$ cat config.mk
export PLATFORM = sky130hd
export DESIGN_NAME = esu_front
export DESIGN_NICKNAME = d
export VERILOG_FILES = /design/src/rtl/core/esu_pkg.sv /design/src/rtl/core/esu_front.sv
export SDC_FILE = /design/constraint.sdc
export NUM_CORES = 1
export LEC_CHECK = 0
export BUFFER_PORTS_ARGS = -buffer_cell sky130_fd_sc_hd__clkbuf_2
export CAP_MARGIN = 20
export CELL_PAD_IN_SITES_DETAIL_PLACEMENT = 0
export CELL_PAD_IN_SITES_GLOBAL_PLACEMENT = 1
export CORE_ASPECT_RATIO = 0.8
export CORE_MARGIN = 2
export CORE_UTILIZATION = 40
export DETAILED_ROUTE_END_ITERATION = 10
export PLACE_DENSITY = 0.7
export SYNTH_ARGS = -nofsm -noshare
export SYNTH_HDL_FRONTEND = slang
export SYNTH_SLANG_ARGS = --single-unit
$ cat constraint.sdc
create_clock -name clk -period 15.8 [get_ports clk]
set_input_delay 1.58 -clock clk [delete_from_list [all_inputs] [get_ports clk]]
set_output_delay 1.58 -clock clk [all_outputs]
set_load 0.03 [all_outputs]
$ cat src/rtl/core/esu_pkg.sv
// ----------------------------------------------------------------------------
// Event statistics unit package
// Shared item types, event codes, read selectors and status codes.
// ----------------------------------------------------------------------------
package esu_pkg;

  localparam int unsigned PROFILE_SLOTS_DEF = 16;
  localparam int unsigned IRQ_LINES_DEF     = 32;

  // Event codes
  localparam logic [3:0] OP_START   = 4'd0;
  localparam logic [3:0] OP_STOP    = 4'd1;
  localparam logic [3:0] OP_RESET   = 4'd2;
  localparam logic [3:0] OP_TICK    = 4'd3;
  localparam logic [3:0] OP_ENTER   = 4'd4;
  localparam logic [3:0] OP_EXIT    = 4'd5;
  localparam logic [3:0] OP_SYSCALL = 4'd6;
  localparam logic [3:0] OP_ALLOC   = 4'd7;
  localparam logic [3:0] OP_FREE    = 4'd8;
  localparam logic [3:0] OP_CTXSW   = 4'd9;
  localparam logic [3:0] OP_IRQ     = 4'd10;
  localparam logic [3:0] OP_READ    = 4'd11;

  // Read selectors
  localparam logic [3:0] RD_RUNNING   = 4'd0;
  localparam logic [3:0] RD_ELAPSED   = 4'd1;
  localparam logic [3:0] RD_SWITCHES  = 4'd2;
  localparam logic [3:0] RD_SYSCALLS  = 4'd3;
  localparam logic [3:0] RD_IRQ       = 4'd4;
  localparam logic [3:0] RD_ALLOC_SUM = 4'd5;
  localparam logic [3:0] RD_FREED_SUM = 4'd6;
  localparam logic [3:0] RD_USAGE     = 4'd7;
  localparam logic [3:0] RD_PEAK      = 4'd8;
  localparam logic [3:0] RD_ALLOC_EV  = 4'd9;
  localparam logic [3:0] RD_FREE_EV   = 4'd10;
  localparam logic [3:0] RD_USED      = 4'd11;
  localparam logic [3:0] RD_CALLS     = 4'd12;
  localparam logic [3:0] RD_SUM       = 4'd13;
  localparam logic [3:0] RD_MIN       = 4'd14;
  localparam logic [3:0] RD_MAX       = 4'd15;

  // Status codes
  localparam logic [1:0] ST_DONE    = 2'd0;
  localparam logic [1:0] ST_IGNORED = 2'd1;
  localparam logic [1:0] ST_FULL    = 2'd2;

  typedef struct packed {
    logic [3:0]  operation;
    logic [63:0] timestamp;
    logic [31:0] func_key;
    logic [7:0]  slot_index;
    logic [31:0] byte_size;
    logic [7:0]  irq_line;
    logic [3:0]  read_item;
  } in_item_t;

  typedef struct packed {
    logic [1:0]  status;
    logic [7:0]  slot_found;
    logic [63:0] read_value;
  } out_item_t;

  // Item after classification by the front end
  typedef struct packed {
    in_item_t item;
    logic     op_ok;
    logic     slot_ok;
    logic     line_ok;
  } cmd_t;

  // Per-slot interval statistics
  typedef struct packed {
    logic [31:0] calls;
    logic [63:0] sum;
    logic [63:0] min;
    logic [63:0] max;
  } row_t;

endpackage

$ cat src/rtl/core/esu_front.sv
// ----------------------------------------------------------------------------
// Event statistics unit front end
// Accepts items, classifies their range checks and queues them for the back end.
// ----------------------------------------------------------------------------
module esu_front #(
  parameter int unsigned PROFILE_SLOTS = esu_pkg::PROFILE_SLOTS_DEF,
  parameter int unsigned IRQ_LINES     = esu_pkg::IRQ_LINES_DEF
) (
  input  logic             clk,
  input  logic             rst_n,
  input  logic             start,
  output logic             busy,
  input  esu_pkg::in_item_t in_item,
  output logic             q_valid,
  output esu_pkg::cmd_t    q_cmd,
  input  logic             q_pop
);

  esu_pkg::cmd_t  fifo_r [2];
  logic [1:0]     count_r;
  logic           wr_ptr_r;
  logic           rd_ptr_r;
  esu_pkg::cmd_t  cmd_in;
  logic           push;

  always_comb begin
    cmd_in.item    = in_item;
    cmd_in.op_ok   = (in_item.operation <= esu_pkg::OP_READ);
    cmd_in.slot_ok = ({1'b0, in_item.slot_index} < 9'(PROFILE_SLOTS));
    cmd_in.line_ok = ({1'b0, in_item.irq_line} < 9'(IRQ_LINES));
  end

  assign busy    = (count_r == 2'd2);
  assign push    = start && !busy;
  assign q_valid = (count_r != 2'd0);
  assign q_cmd   = fifo_r[rd_ptr_r];

  always_ff @(posedge clk) begin
    if (!rst_n) begin
      count_r  <= 2'd0;
      wr_ptr_r <= 1'b0;
      rd_ptr_r <= 1'b0;
    end else begin
      if (push) begin
        wr_ptr_r <= ~wr_ptr_r;
      end
      if (q_pop) begin
        rd_ptr_r <= ~rd_ptr_r;
      end
      if (push && !q_pop) begin
        count_r <= count_r + 2'd1;
      end else if (!push && q_pop) begin
        count_r <= count_r - 2'd1;
      end
    end
  end

  always_ff @(posedge clk) begin
    if (push) begin
      fifo_r[wr_ptr_r] <= cmd_in;
    end
  end

endmodule

==> qor.txt <==
Tcrit/Tclk final - 0.2598
synthesized-area fraction occupied by adder cells - 0.001088
clock buffer depth - 3
Setup WS pre-CTS - 12190 ps
slowest CP cell - buf_4
antenna-violating nets left - 0
met2 global-route usage - 0.2197
antenna violations before repair - 2
worst path arrival time - 2530 ps
clock sinks - 315
Congestion Overflow GR - 0
FF-to-FF setup slack - 13500 ps
simple-gate share of the synthesized area - 0.006313
syn nets - 667
M1 GR Usage - 0.1940
first-pass GRT wire length - 33.55 mm
pin count of the biggest net entering global routing - 156
Final nets - 1003
max frequency - 243.6 MHz
CP Depth - 3
R2R depth - 3
Max transition margin - 0.2868
Worst Path Buf+Inv - 2
CTS tree - built
Core Util, Final - 0.5128
Primary FF master, synth - edfxtp_1
Root Driver - clkbuf_16
Crit Path Max Fanout - 75
CP startpoint kind - flip-flop
Die Area - 30120 um2
Routed WL per cell - 18.04 um
Final WS setup - 11690 ps
DRT iter0 DRCs - 284
Cell variety after synth - 23
vias post-DR - 5830
residual DRC count - 0
port bufs - 312
Slew @ Worst Pin - 1070 ps
post-synthesis compound-gate area fraction - 0.002394
Fin Clk Skew - 11.64 ps
Synth Register Bits - 315
Syn Inst Count - 510
FF-to-FF Start - count_r[0]$_SDFFE_PN0P_
Final Max Slew Viols - 0
Critical Path Max Stage Delay - 800 ps
largest family of logic cells by synthesized area - multiplexers
fin crit period - 4105 ps
RR Endpoint - fifo_r[1][12]$_DFFE_PP_
Total Power - 2.167 mW
RSZ-0062 raised after global routing - no
Worst Hold Class - flip-flop to flip-flop
Max Cap Viol - 0
Initial Util - 0.4065
Core ar. - 28280 um2
crit-path cells - buf_4 -> mux2_2 -> clkbuf_2
CP required - 14220 ps
clock latency on the worst-skew pair - 500 ps
Post-CTS Setup Bufs - 0
Worst setup EP type - output pin
Post-synth ARST share - 0
share of cells above drive strength 1 - 0.6034
# H-tree levels - 2
Num CTS Buffers - 34
Worst VDD drop - 112.5 uV
Storage cell area - 9413 um2
synthesis-to-finish area growth - 26.16%
YS warnings - 0
drt total wl - 22.37 mm
Post-Synthesis Cell Area - 11500 um2
number of diodes - 0
Ports - 313
syn_area_per_cell - 22.54 um2
Post-CTS Resized - 0
crit path capture - q_cmd[51]
Initial DRT Pass Iterations - 4
clock-pin slew on the worst setup and hold paths - 50 ps
number of flops mapped to enable cells by yosys - 310
Fin. Hold Viols - 0
Die Ht - 155.6 um
Die Wd - 193.5 um
dpl cell area - 13390 um2
status - completed
GRT met3 Usage - 0.05188
post-DP HPWL - 14.41 mm
CP top delay family - buffers and inverters
global route hottest layer - met2
final setup fails - 0
mux contribution to synthesized area - 0.1518
FP Rows - 55
RePlAce Congestion - 0.7250
fillers - 2379
WS Path Type - flip-flop to output pin
multi-input logic area - 1896 um2
Final TNS setup - 0 ps
leakage - 5.456 nW
Cell Pwr Density - 149.4 nW/um2
vias per inst - 4.702
design area - 14500 um2
post-synthesis sequential area ratio - 0.8185
cts hold-fix bufs - 0
GRT Total Usage - 0.1439
post-synthesis xor/xnor area fraction - 0.002286
vias in the first global route - 6001
==> cell usage in the layout (no fill, tap or decap) <==
master      Yosys  layout
and2_1          3       3
nand2b_1        1       1
clkinv_1        0       6
inv_6           0       1
inv_1           2       2
clkinv_2        0       5
and3_4          0       1
nor2_1          1       1
ha_1            1       1
dfxtp_1         5       4
nor4_1          1       1
xnor2_1         1       1
a21boi_1        1       1
buf_12          0       1
clkbuf_16       0      37
a21boi_0        1       1
inv_2           1       1
nand2_1         1       1
buf_4           0       4
clkinvlp_4      0       2
nor3_4          0       1
bufinv_16       0       3
dfxtp_4         0       1
clkbuf_1        0       6
nor3_1          1       1
xor2_1          2       2
o21ai_0         1       1
or3_1           1       1
clkbuf_2        0     312
mux2_2        155     155
o21a_1          1       1
edfxtp_1      310     310
or2_2           1       1
==> worst reg2reg max path: cells and delay by family (launching register included) <==
family / cells / cell delay, ps
flops: 1 / 380
simple gates: 2 / 670
buf+inv: 1 / 800
==> Yosys cell counts, types with 2 or more instances <==
| library cell | number | share of area |
|---|---|---|
| xor2_1 | 2 | 0.0015 |
| dfxtp_1 | 5 | 0.0087 |
| mux2_2 | 155 | 0.15 |
| and2_1 | 3 | 0.0016 |
| inv_1 | 2 | 0.00065 |
| buf_6 | 17 | 0.017 |
| edfxtp_1 | 310 | 0.81 |
==> how the worst min path moves through the flow <==
stage	startpoint	endpoint	slack, ps	cells after the start
after floorplan	count_r[1]$_SDFFE_PN0P_	count_r[1]$_SDFFE_PN0P_	470	2
after global placement	count_r[1]$_SDFFE_PN0P_	count_r[1]$_SDFFE_PN0P_	500	2
after detailed placement	count_r[1]$_SDFFE_PN0P_	count_r[1]$_SDFFE_PN0P_	510	2
after CTS	count_r[1]$_SDFFE_PN0P_	count_r[1]$_SDFFE_PN0P_	520	2
after global routing	count_r[1]$_SDFFE_PN0P_	count_r[1]$_SDFFE_PN0P_	580	2
final	count_r[1]$_SDFFE_PN0P_	count_r[1]$_SDFFE_PN0P_	520	2
==> layout make-up <==
| type | instances | area share |
|---|---|---|
| clock buffers | 43 | 0.06539 |
| clock inverters | 17 | 0.01113 |
| inverters | 3 | 0.0007764 |
| multi-input cells | 175 | 0.1307 |
| flip-flops and latches | 315 | 0.6490 |
| well taps | 370 | 0.03192 |
| repair buffers | 317 | 0.1111 |
==> metal layers <==
metal,part of all wire,wire (um)
met1,0.44,9855
met2,0.45,10150
met3,0.084,1869
met4,0.022,484
met5,0.00058,13
==> kinds of logic (layout without fill, tap and decap cells) <==
kind of cell,after synthesis,count (layout)
buffers and inverters,20,380
AOI/OAI and AO/OA,4,4
and+or+nand+nor,12,12
adders and majority gates,1,1
xor gates and xnor gates,3,3
muxes,155,155
DFF,315,315
==> state kept, by name, indices dropped and copies added (netlist names), named ones only <==
name,count
fifo_r,310
count_r,2
rd_ptr_r,1
wr_ptr_r,1
==> report_power, final <==
part           leakage, nW  switching, mW  total, mW  internal, mW
clock                0.539          0.302      0.775         0.474
sequential            2.94         0.0179       1.03          1.02
combinational         1.98          0.244      0.358         0.114
total                 5.46          0.563       2.17          1.60
==> metrics by stage <==
stage / cells / hold slack, ps
floorplan: 510 / 465.6
global placement: 1180 / 495.9
detailed placement: 1180 / 513.7
CTS: 1240 / 521.5
global route: 1240 / 577.5
finish: 1240 / 518.8
Power figures use the tool's default switching activity.
